==> config.mk <==
export PLATFORM = sky130hd
export DESIGN_NAME = utf8_to_utf16le_converter_top
export DESIGN_NICKNAME = d
export VERILOG_FILES = /design/src/rtl/u8u16_pkg.sv /design/src/rtl/u8u16_front.sv /design/src/rtl/u8u16_fifo.sv /design/src/rtl/u8u16_back.sv /design/src/rtl/utf8_to_utf16le_converter_top.sv
export SDC_FILE = /design/constraint.sdc
export NUM_CORES = 1
export LEC_CHECK = 0
export ABC_AREA = 0
export BUFFER_PORTS_ARGS = -buffer_cell sky130_fd_sc_hd__buf_2
export CAP_MARGIN = 30
export CORE_ASPECT_RATIO = 1.75
export CORE_MARGIN = 5
export CORE_UTILIZATION = 38
export CTS_CLUSTER_DIAMETER = 30
export CTS_CLUSTER_SIZE = 16
export DETAILED_ROUTE_END_ITERATION = 8
export PLACE_DENSITY_LB_ADDON = 0.1
export SLEW_MARGIN = 30
export SYNTH_ARGS = -nofsm -noshare
export SYNTH_HDL_FRONTEND = slang
export SYNTH_HIERARCHICAL = 1
export SYNTH_SLANG_ARGS = --single-unit
==> constraint.sdc <==
create_clock -name aclk -period 5.6 [get_ports aclk]
set_input_delay 1.12 -clock aclk [delete_from_list [all_inputs] [get_ports aclk]]
set_output_delay 1.12 -clock aclk [all_outputs]
set_load 0.005 [all_outputs]
==> src/rtl/u8u16_pkg.sv <==
`timescale 1ns / 1ps
// Shared types, constants and codes of the UTF-8 to UTF-16LE converter.
package u8u16_pkg;

    // Input beat: one UTF-8 byte with its framing bits
    typedef struct packed {
        logic [7:0] in_byte;
        logic       has_byte;
        logic       in_last;
    } in_beat_t;

    // Output beat: one UTF-16LE byte with its framing and final status
    typedef struct packed {
        logic [7:0] out_byte;
        logic       out_last;
        logic [1:0] status;
    } out_beat_t;

    // Final status codes
    localparam logic [1:0] ST_OK       = 2'd0;
    localparam logic [1:0] ST_TOO_LONG = 2'd1;
    localparam logic [1:0] ST_NUL      = 2'd2;
    localparam logic [1:0] ST_INVALID  = 2'd3;

    // Work for the back end, produced by one input beat
    typedef struct packed {
        logic [15:0] unit0;
        logic [15:0] unit1;
        logic [1:0]  n_units;  // code units to send: 0, 1 or 2
        logic        close;    // end of text: terminator or error byte follows
        logic [1:0]  status;   // final status, ST_OK when no error
    } cmd_t;

    // Configuration
    localparam int          CFG_WIDTH      = 31;
    localparam logic [30:0] MAX_TEXT_RESET = 31'd4096;

    // Command queue
    localparam int QUEUE_DEPTH = 4;
    localparam int QPTR_W      = $clog2(QUEUE_DEPTH);
    localparam int QCNT_W      = $clog2(QUEUE_DEPTH + 1);

    // UTF-8 byte classes and code point limits
    localparam logic [7:0]  ASCII_MAX      = 8'h7F;
    localparam logic [7:0]  LEAD2_LO       = 8'hC2;
    localparam logic [7:0]  LEAD2_HI       = 8'hDF;
    localparam logic [7:0]  LEAD3_LO       = 8'hE0;
    localparam logic [7:0]  LEAD3_HI       = 8'hEF;
    localparam logic [7:0]  LEAD4_LO       = 8'hF0;
    localparam logic [7:0]  LEAD4_HI       = 8'hF4;
    localparam logic [1:0]  CONT_TAG       = 2'b10;
    localparam logic [20:0] CP_MIN3        = 21'h000800;
    localparam logic [20:0] CP_PLANE1      = 21'h010000;
    localparam logic [20:0] CP_SURR_LO     = 21'h00D800;
    localparam logic [20:0] CP_SURR_HI     = 21'h00DFFF;
    localparam logic [20:0] CP_MAX         = 21'h10FFFF;
    localparam logic [5:0]  HI_SURR_TAG    = 6'b110110;
    localparam logic [5:0]  LO_SURR_TAG    = 6'b110111;
    localparam logic [31:0] COUNT_SAT      = 32'hFFFF_FFFF;

endpackage

==> src/rtl/u8u16_front.sv <==
`timescale 1ns / 1ps
// Front end: takes UTF-8 beats, validates and decodes them into commands.
module u8u16_front (
    input  logic                   aclk,
    input  logic                   aresetn,
    input  logic                   s_valid,
    output logic                   s_ready,
    input  u8u16_pkg::in_beat_t    s_data,
    input  logic                   cfg_valid,
    output logic                   cfg_ready,
    input  logic [u8u16_pkg::CFG_WIDTH-1:0] cfg_data,
    input  logic                   q_full,
    output logic                   q_push,
    output u8u16_pkg::cmd_t        q_cmd
);

    logic [u8u16_pkg::CFG_WIDTH-1:0] max_reg;
    logic [31:0] count_reg,  count_next;
    logic [1:0]  pend_reg,   pend_next;
    logic [1:0]  lead_reg,   lead_next;
    logic [20:0] acc_reg,    acc_next;
    logic        too_long_reg, too_long_next;
    logic        nul_reg,    nul_next;
    logic        invalid_reg, invalid_next;

    logic        accept;
    logic [7:0]  b;
    logic [20:0] acc_cat;
    logic [20:0] cp;
    logic [20:0] cp_off;
    logic        emit;
    logic        bad_cp;
    u8u16_pkg::cmd_t cmd;

    assign s_ready   = !q_full;
    assign cfg_ready = 1'b1;
    assign accept    = s_valid && s_ready;
    assign b         = s_data.in_byte;
    assign acc_cat   = {acc_reg[14:0], b[5:0]};
    assign cp_off    = cp - u8u16_pkg::CP_PLANE1;

    // Check a completed multi-byte sequence
    always_comb begin
        bad_cp = 1'b0;
        if (lead_reg == 2'd2 && acc_cat < u8u16_pkg::CP_MIN3) begin
            bad_cp = 1'b1;
        end
        if (lead_reg == 2'd3 && acc_cat < u8u16_pkg::CP_PLANE1) begin
            bad_cp = 1'b1;
        end
        if (acc_cat >= u8u16_pkg::CP_SURR_LO && acc_cat <= u8u16_pkg::CP_SURR_HI) begin
            bad_cp = 1'b1;
        end
        if (acc_cat > u8u16_pkg::CP_MAX) begin
            bad_cp = 1'b1;
        end
    end

    // Decode one beat: next text state and the command it yields
    always_comb begin
        count_next    = count_reg;
        pend_next     = pend_reg;
        lead_next     = lead_reg;
        acc_next      = acc_reg;
        too_long_next = too_long_reg;
        nul_next      = nul_reg;
        invalid_next  = invalid_reg;
        emit          = 1'b0;
        cp            = '0;
        cmd           = '0;
        cmd.status    = u8u16_pkg::ST_OK;

        if (s_data.has_byte) begin
            if (count_reg != u8u16_pkg::COUNT_SAT) begin
                count_next = count_reg + 32'd1;
            end
            if (count_next > {1'b0, max_reg}) begin
                too_long_next = 1'b1;
            end
            if (b == 8'h00) begin
                nul_next = 1'b1;
            end
            if (!invalid_reg) begin
                if (pend_reg == 2'd0) begin
                    if (b <= u8u16_pkg::ASCII_MAX) begin
                        emit = 1'b1;
                        cp   = {13'd0, b};
                    end else if (b inside {[u8u16_pkg::LEAD2_LO:u8u16_pkg::LEAD2_HI]}) begin
                        pend_next = 2'd1;
                        lead_next = 2'd1;
                        acc_next  = {16'd0, b[4:0]};
                    end else if (b inside {[u8u16_pkg::LEAD3_LO:u8u16_pkg::LEAD3_HI]}) begin
                        pend_next = 2'd2;
                        lead_next = 2'd2;
                        acc_next  = {17'd0, b[3:0]};
                    end else if (b inside {[u8u16_pkg::LEAD4_LO:u8u16_pkg::LEAD4_HI]}) begin
                        pend_next = 2'd3;
                        lead_next = 2'd3;
                        acc_next  = {18'd0, b[2:0]};
                    end else begin
                        invalid_next = 1'b1;
                    end
                end else if (b[7:6] != u8u16_pkg::CONT_TAG) begin
                    invalid_next = 1'b1;
                    pend_next    = 2'd0;
                end else begin
                    acc_next  = acc_cat;
                    pend_next = pend_reg - 2'd1;
                    if (pend_reg == 2'd1) begin
                        if (bad_cp) begin
                            invalid_next = 1'b1;
                        end else begin
                            emit = 1'b1;
                            cp   = acc_cat;
                        end
                    end
                end
            end
        end

        // Split the code point into UTF-16 units unless an error is pending
        if (emit && !too_long_next && !nul_next) begin
            if (cp >= u8u16_pkg::CP_PLANE1) begin
                cmd.unit0   = {u8u16_pkg::HI_SURR_TAG, cp_off[19:10]};
                cmd.unit1   = {u8u16_pkg::LO_SURR_TAG, cp_off[9:0]};
                cmd.n_units = 2'd2;
            end else begin
                cmd.unit0   = cp[15:0];
                cmd.n_units = 2'd1;
            end
        end

        // Close the text: final status, then clear the text state
        if (s_data.in_last) begin
            if (pend_next != 2'd0) begin
                invalid_next = 1'b1;
            end
            cmd.close = 1'b1;
            if (too_long_next) begin
                cmd.status = u8u16_pkg::ST_TOO_LONG;
            end else if (nul_next) begin
                cmd.status = u8u16_pkg::ST_NUL;
            end else if (invalid_next) begin
                cmd.status = u8u16_pkg::ST_INVALID;
            end
            count_next    = '0;
            pend_next     = '0;
            lead_next     = '0;
            acc_next      = '0;
            too_long_next = 1'b0;
            nul_next      = 1'b0;
            invalid_next  = 1'b0;
        end
    end

    assign q_cmd  = cmd;
    assign q_push = accept && (cmd.n_units != 2'd0 || cmd.close);

    // Hold the length limit
    always_ff @(posedge aclk) begin
        if (!aresetn) begin
            max_reg <= u8u16_pkg::MAX_TEXT_RESET;
        end else if (cfg_valid && cfg_ready) begin
            max_reg <= cfg_data;
        end
    end

    // Advance the text state on each accepted beat
    always_ff @(posedge aclk) begin
        if (!aresetn) begin
            count_reg    <= '0;
            pend_reg     <= '0;
            lead_reg     <= '0;
            acc_reg      <= '0;
            too_long_reg <= 1'b0;
            nul_reg      <= 1'b0;
            invalid_reg  <= 1'b0;
        end else if (accept) begin
            count_reg    <= count_next;
            pend_reg     <= pend_next;
            lead_reg     <= lead_next;
            acc_reg      <= acc_next;
            too_long_reg <= too_long_next;
            nul_reg      <= nul_next;
            invalid_reg  <= invalid_next;
        end
    end

    // A closed text leaves the counter and flags clear
    a_close_clears: assert property (@(posedge aclk) disable iff (!aresetn)
        (accept && s_data.in_last) |=>
            (count_reg == '0 && pend_reg == 2'd0 && !invalid_reg && !nul_reg))
        else $error("text state not cleared after end of text");

    // Once invalid, no further sequence is pending
    a_invalid_idle: assert property (@(posedge aclk) disable iff (!aresetn)
        invalid_reg |-> (pend_reg == 2'd0 || $past(invalid_reg) == 1'b0))
        else $error("sequence pending while text is invalid");

endmodule

==> src/rtl/u8u16_fifo.sv <==
`timescale 1ns / 1ps
// Command queue between the front and back ends.
module u8u16_fifo (
    input  logic              aclk,
    input  logic              aresetn,
    input  logic              push,
    input  u8u16_pkg::cmd_t   push_cmd,
    output logic              full,
    input  logic              pop,
    output logic              empty,
    output u8u16_pkg::cmd_t   head
);

    u8u16_pkg::cmd_t                  mem_reg [u8u16_pkg::QUEUE_DEPTH];
    logic [u8u16_pkg::QPTR_W-1:0]     wr_reg, wr_next;
    logic [u8u16_pkg::QPTR_W-1:0]     rd_reg, rd_next;
    logic [u8u16_pkg::QCNT_W-1:0]     cnt_reg, cnt_next;

    assign full  = (cnt_reg == u8u16_pkg::QCNT_W'(u8u16_pkg::QUEUE_DEPTH));
    assign empty = (cnt_reg == '0);
    assign head  = mem_reg[rd_reg];

    // Advance pointers and occupancy
    always_comb begin
        wr_next  = push ? wr_reg + 1'b1 : wr_reg;
        rd_next  = pop  ? rd_reg + 1'b1 : rd_reg;
        cnt_next = cnt_reg;
        if (push && !pop) begin
            cnt_next = cnt_reg + 1'b1;
        end else if (pop && !push) begin
            cnt_next = cnt_reg - 1'b1;
        end
    end

    always_ff @(posedge aclk) begin
        if (!aresetn) begin
            wr_reg  <= '0;
            rd_reg  <= '0;
            cnt_reg <= '0;
        end else begin
            wr_reg  <= wr_next;
            rd_reg  <= rd_next;
            cnt_reg <= cnt_next;
        end
    end

    // Store the pushed command
    always_ff @(posedge aclk) begin
        if (push) begin
            mem_reg[wr_reg] <= push_cmd;
        end
    end

    // Occupancy stays within depth and tracks the pointers
    a_occupancy: assert property (@(posedge aclk) disable iff (!aresetn)
        (cnt_reg <= u8u16_pkg::QCNT_W'(u8u16_pkg::QUEUE_DEPTH)) &&
        (u8u16_pkg::QPTR_W'(cnt_reg) == u8u16_pkg::QPTR_W'(wr_reg - rd_reg)))
        else $error("queue occupancy out of step with pointers");

endmodule

==> src/rtl/u8u16_back.sv <==
`timescale 1ns / 1ps
// Back end: serializes commands into UTF-16LE output beats.
module u8u16_back (
    input  logic                   aclk,
    input  logic                   aresetn,
    input  logic                   q_empty,
    input  u8u16_pkg::cmd_t        q_head,
    output logic                   q_pop,
    output logic                   m_valid,
    input  logic                   m_ready,
    output u8u16_pkg::out_beat_t   m_data
);

    logic [2:0]           idx_reg, idx_next;
    logic                 m_valid_reg, m_valid_next;
    u8u16_pkg::out_beat_t m_data_reg, m_data_next;

    logic [2:0]  data_len;
    logic [2:0]  total_len;
    logic        final_byte;
    logic        load;
    logic [15:0] unit;

    // Bytes in the current command: unit bytes, then one error byte or two terminator bytes
    always_comb begin
        data_len  = {q_head.n_units, 1'b0};
        total_len = data_len;
        if (q_head.close) begin
            total_len = (q_head.status == u8u16_pkg::ST_OK) ? data_len + 3'd2
                                                            : data_len + 3'd1;
        end
    end

    assign final_byte = (idx_reg == total_len - 3'd1);
    assign load       = !m_valid_reg || m_ready;
    assign q_pop      = load && !q_empty && final_byte;
    assign unit       = idx_reg[1] ? q_head.unit1 : q_head.unit0;

    // Pick the next byte and advance through the command
    always_comb begin
        idx_next     = idx_reg;
        m_valid_next = m_valid_reg;
        m_data_next  = m_data_reg;
        if (load) begin
            m_valid_next = !q_empty;
            if (!q_empty) begin
                if (idx_reg < data_len) begin
                    m_data_next.out_byte = idx_reg[0] ? unit[15:8] : unit[7:0];
                    m_data_next.out_last = 1'b0;
                    m_data_next.status   = u8u16_pkg::ST_OK;
                end else begin
                    m_data_next.out_byte = 8'h00;
                    m_data_next.out_last = final_byte;
                    m_data_next.status   = final_byte ? q_head.status : u8u16_pkg::ST_OK;
                end
                idx_next = final_byte ? 3'd0 : idx_reg + 3'd1;
            end
        end
    end

    always_ff @(posedge aclk) begin
        if (!aresetn) begin
            idx_reg     <= '0;
            m_valid_reg <= 1'b0;
        end else begin
            idx_reg     <= idx_next;
            m_valid_reg <= m_valid_next;
        end
    end

    // Output payload
    always_ff @(posedge aclk) begin
        m_data_reg <= m_data_next;
    end

    assign m_valid = m_valid_reg;
    assign m_data  = m_data_reg;

    // A nonzero status only rides on the last beat of a text
    a_status_last: assert property (@(posedge aclk) disable iff (!aresetn)
        (m_valid && m_data.status != u8u16_pkg::ST_OK) |-> m_data.out_last)
        else $error("error status on a non-final beat");

    // The byte index stays inside the command being sent
    a_idx_range: assert property (@(posedge aclk) disable iff (!aresetn)
        !q_empty |-> (idx_reg < total_len))
        else $error("byte index past end of command");

endmodule

==> src/rtl/utf8_to_utf16le_converter_top.sv <==
`timescale 1ns / 1ps
// Top level of the strict UTF-8 to UTF-16LE converter.
// Path: an accepted input beat is written into the command queue, and its first output byte is then
//   loaded into the output register. Output: the back end sends one output byte per cycle while m_ready
//   is high; an input beat yields 2 bytes for ASCII, up to 6; the four-entry command queue absorbs bursts.
// Input beats that yield no output (lead and middle bytes) are taken at one per cycle
//   while the queue is not full.
// Reset: synchronous, active low; clears text state, queue and output valid flag, and the
//   text length limit returns to 4096.
module utf8_to_utf16le_converter_top (
    input  logic                   aclk,
    input  logic                   aresetn,
    input  logic                   s_valid,
    output logic                   s_ready,
    input  u8u16_pkg::in_beat_t    s_data,
    output logic                   m_valid,
    input  logic                   m_ready,
    output u8u16_pkg::out_beat_t   m_data,
    input  logic                   cfg_valid,
    output logic                   cfg_ready,
    input  logic [u8u16_pkg::CFG_WIDTH-1:0] cfg_data
);

    logic            q_full;
    logic            q_push;
    logic            q_pop;
    logic            q_empty;
    u8u16_pkg::cmd_t q_cmd;
    u8u16_pkg::cmd_t q_head;

    // Validate and decode
    u8u16_front u_front (
        .aclk      (aclk),
        .aresetn   (aresetn),
        .s_valid   (s_valid),
        .s_ready   (s_ready),
        .s_data    (s_data),
        .cfg_valid (cfg_valid),
        .cfg_ready (cfg_ready),
        .cfg_data  (cfg_data),
        .q_full    (q_full),
        .q_push    (q_push),
        .q_cmd     (q_cmd)
    );

    // Decouple the two ends
    u8u16_fifo u_fifo (
        .aclk     (aclk),
        .aresetn  (aresetn),
        .push     (q_push),
        .push_cmd (q_cmd),
        .full     (q_full),
        .pop      (q_pop),
        .empty    (q_empty),
        .head     (q_head)
    );

    // Serialize to bytes
    u8u16_back u_back (
        .aclk    (aclk),
        .aresetn (aresetn),
        .q_empty (q_empty),
        .q_head  (q_head),
        .q_pop   (q_pop),
        .m_valid (m_valid),
        .m_ready (m_ready),
        .m_data  (m_data)
    );

endmodule

==> metrics.yaml <==
outcome:
  outcome: "completed"
setup_path:
  critical_path_class: "reg2reg"
  r2r_slack_ns: 0.32
  max_stage_delay_ns: 0.77
  path_max_fanout: 6
  crit_slowest_cell: "or4b_2"
  crit_chain: "nand4_1 > or4_4 > or4b_2 > nor2_1 > xor2_1 > ha_1 > a211oi_1 > o21ai_1 > a211oi_1 > o21ai_0 > o21a_1 > nand4b_2 > a21oi_2 > ha_1 > inv_1 > fa_1 > xor2_1 > or3_1 > a21boi_0"
  arrival_ns: 5.73
  ff2ff_path_depth: 19
  worstPathRequired_ns: 6.04
  critPathCaptureType: "flip-flop"
  startpoint_type: "flip-flop"
cells_and_area:
  syn_to_final_growth_pct: 19.7
  utilization_pct: 46.0
  layout.nets: 1204
  seq_area_mm2: 0.00674
  final_layout_size_suffix_gt1_share_pct: 21.3
  multi_input_area_mm2: 0.00514
  fillers: 2959
  largest_reg_flops: 148
pwr:
  power.density_mw_per_mm2: 390
  p_sw_uw: 1470
  comb_power_share_pct: 13.9
  p_leak_uw: 0.00558
  vdd_ir_drop_max_mv: 0.234
  seq_power_share_pct: 39.3
  switching_share_pct: 25.4
  pwr-share-clk_pct: 46.8
  cellInternalPower_uw: 4320
floorplanning:
  die_w_um: 147
  die-area_mm2: 0.0365
  die_y_um: 249
  start_util_pct: 38.5
  io_pins: 60
  core_mm2: 0.0322
  fp-row-count: 87
clock_network:
  cts.sinks: 257
  cts_inserted_buffers: 44
  clk_pin_slew_worst_paths_ns: 0.05
  cts_resized: 0
  cts_tree: "yes"
  cts_buffer_depth: 3
  cts_hold_buf: 0
  post_cts_buffers: 0
  htreeDepth: 2
  insertion_delay_ns: 0.54
  cts_root_buf: "clkbuf_16"
global_routing:
  grt_pass1_wl_um: 48200
  grt_start_max_net_pins: 38
  globalRoute.totalOverflow: 0
  use_met1_pct: 17.4
  grt_use_met3_pct: 2.66
  grt-busiest-layer: "met2"
  antenna_found_initial: 2
  grt_pass1_vias: 8722
  grtUsageTotal_pct: 16.7
  grt_use_met2_pct: 32.7
placement:
  post-place-ws_ns: 0.172
  gp_congestion: 0.830
  portBuffers: 58
  place_hpwl_um: 21100
timing:
  period_minus_slack_ns: 5.28
  hold_viol: 0
  max_slew.worst_pin.slew_ns: 0.940
  fmax_mhz: 189
  fin_crit_sh_pct: 94.3
  fin_ws_ns: 0.317
  slew_headroom_pct: 37.2
  rsz0062_at_grt: "false"
  fin_tns_setup_ns: 0
  drv_slew: 0
  setup_viol: 0
  fin_worst_skew_ns: 0.0310
hold_path:
  hold_class: "reg2reg"
  min_path_cells: 2
logic_synthesis:
  syn_inst: 1020
  synth_common_cells: "159 x edfxtp_1, 98 x dfxtp_1, 83 x nand2_1"
  ys_seq_elements: 257
  synth_area_mm2: 0.0124
  syn_nets: 1110
  synth_area_leaders: "edfxtp_1 39%, dfxtp_1 16%, mux4_2 6.9%, ha_1 4.3%, mux2i_1 3.0%"
  yosysWarnings: 6
  syn_avg_cell_area_um2: 12.2
  synth_top_area_share_pct: 38.5
  yosysUniqueCellTypes: 67
  synth_seq_area_share_pct: 54.3
  synth_edf_count: 159
  yosysMostFrequentCell: "edfxtp_1"
  synthFlopType: "edfxtp_1"
  yosysTopAreaCell: "edfxtp_1"
  synthArstFlopShare_pct: 0
drt:
  postRouteAntennaNets: 0
  vias: 8239
  drt-initial-drc-count: 382
  routed_wl_um: 30200
  firstDrtPassIters: 7
  vias_per_cell: 5.32
  routedWlPerCell_um: 19.5
  drc: 0
run:
  cap_violations: 0
## cells by family after synthesis
family	after synthesis	synth area share [%]
compound gates	163	8.60
xor+xnor	37	2.61
fa+ha+maj	44	4.50
buf+inv	116	4.51
flops	257	54.3
mux	84	11.6
other cells	2	0.0606
simple gates	317	13.8
## power by group through the flow
stage          clock [µW]  sequential (µW)  combinational (µW)
6_report             2710             2270                 806
3_3_place_gp            0             2310                 825
4_1_cts              2780             2280                 830
2_1_floorplan           0             2270                 595
5_1_grt              2860             2290                 894
3_5_place_dp            0             2320                 827
## worst paths after layout
kind / start / end
hold reg to reg: u_front/acc_reg[14] / u_front/acc_reg[14]
hold / removal: u_front/acc_reg[14] / u_front/acc_reg[14]
setup / recovery: u_front/count_reg[14] / u_fifo/cnt_reg[2]
setup reg to reg: u_front/count_reg[14] / u_fifo/cnt_reg[2]
## metrics by stage
stage                     area, µm²  total power, µW  hold slack, ns  cells
after floorplan               12400             2870           0.449   1020
after global placement        13300             3140           0.466   1467
after detailed placement      13300             3140           0.476   1467
after CTS                     14800             5890           0.482   1547
after global routing          14800             6050           0.510   1548
final                         14800             5790           0.484   1550
## cell type report
class / instances / area share (%)
clock inverter: 28 / 2.20
multi-input combinational: 647 / 34.6
clock buffer: 52 / 7.97
tap: 400 / 3.37
inverter: 54 / 1.37
sequential: 257 / 45.4
timing repair buffer: 110 / 5.01
antenna: 2 / 0.0337
## layout by cell type, fill, tap and decap left out, drive strengths merged, types with 43 or more instances in the layout
master / count
edfxtp: 159
buf: 110
dfxtp: 98
nand2: 83
inv: 62
clkbuf: 52
nor2b: 51
o21ai: 50
mux4: 45
ha: 43
## routing by layer
layer	wire (µm)	part of all wire, %
met2	17200	57
met5	7	0.023
met1	11100	37
met4	1030	3.4
met3	946	3.1
## critical path: cells and delay by family, from the launching register on
kind / cells / cell delay, ns
simple gates: 6 / 2.24
compound gates: 7 / 1.53
fa+ha+maj: 3 / 0.75
flops: 1 / 0.33
xor+xnor: 2 / 0.29
buf+inv: 1 / 0.05
Power figures use the tool's default switching activity.
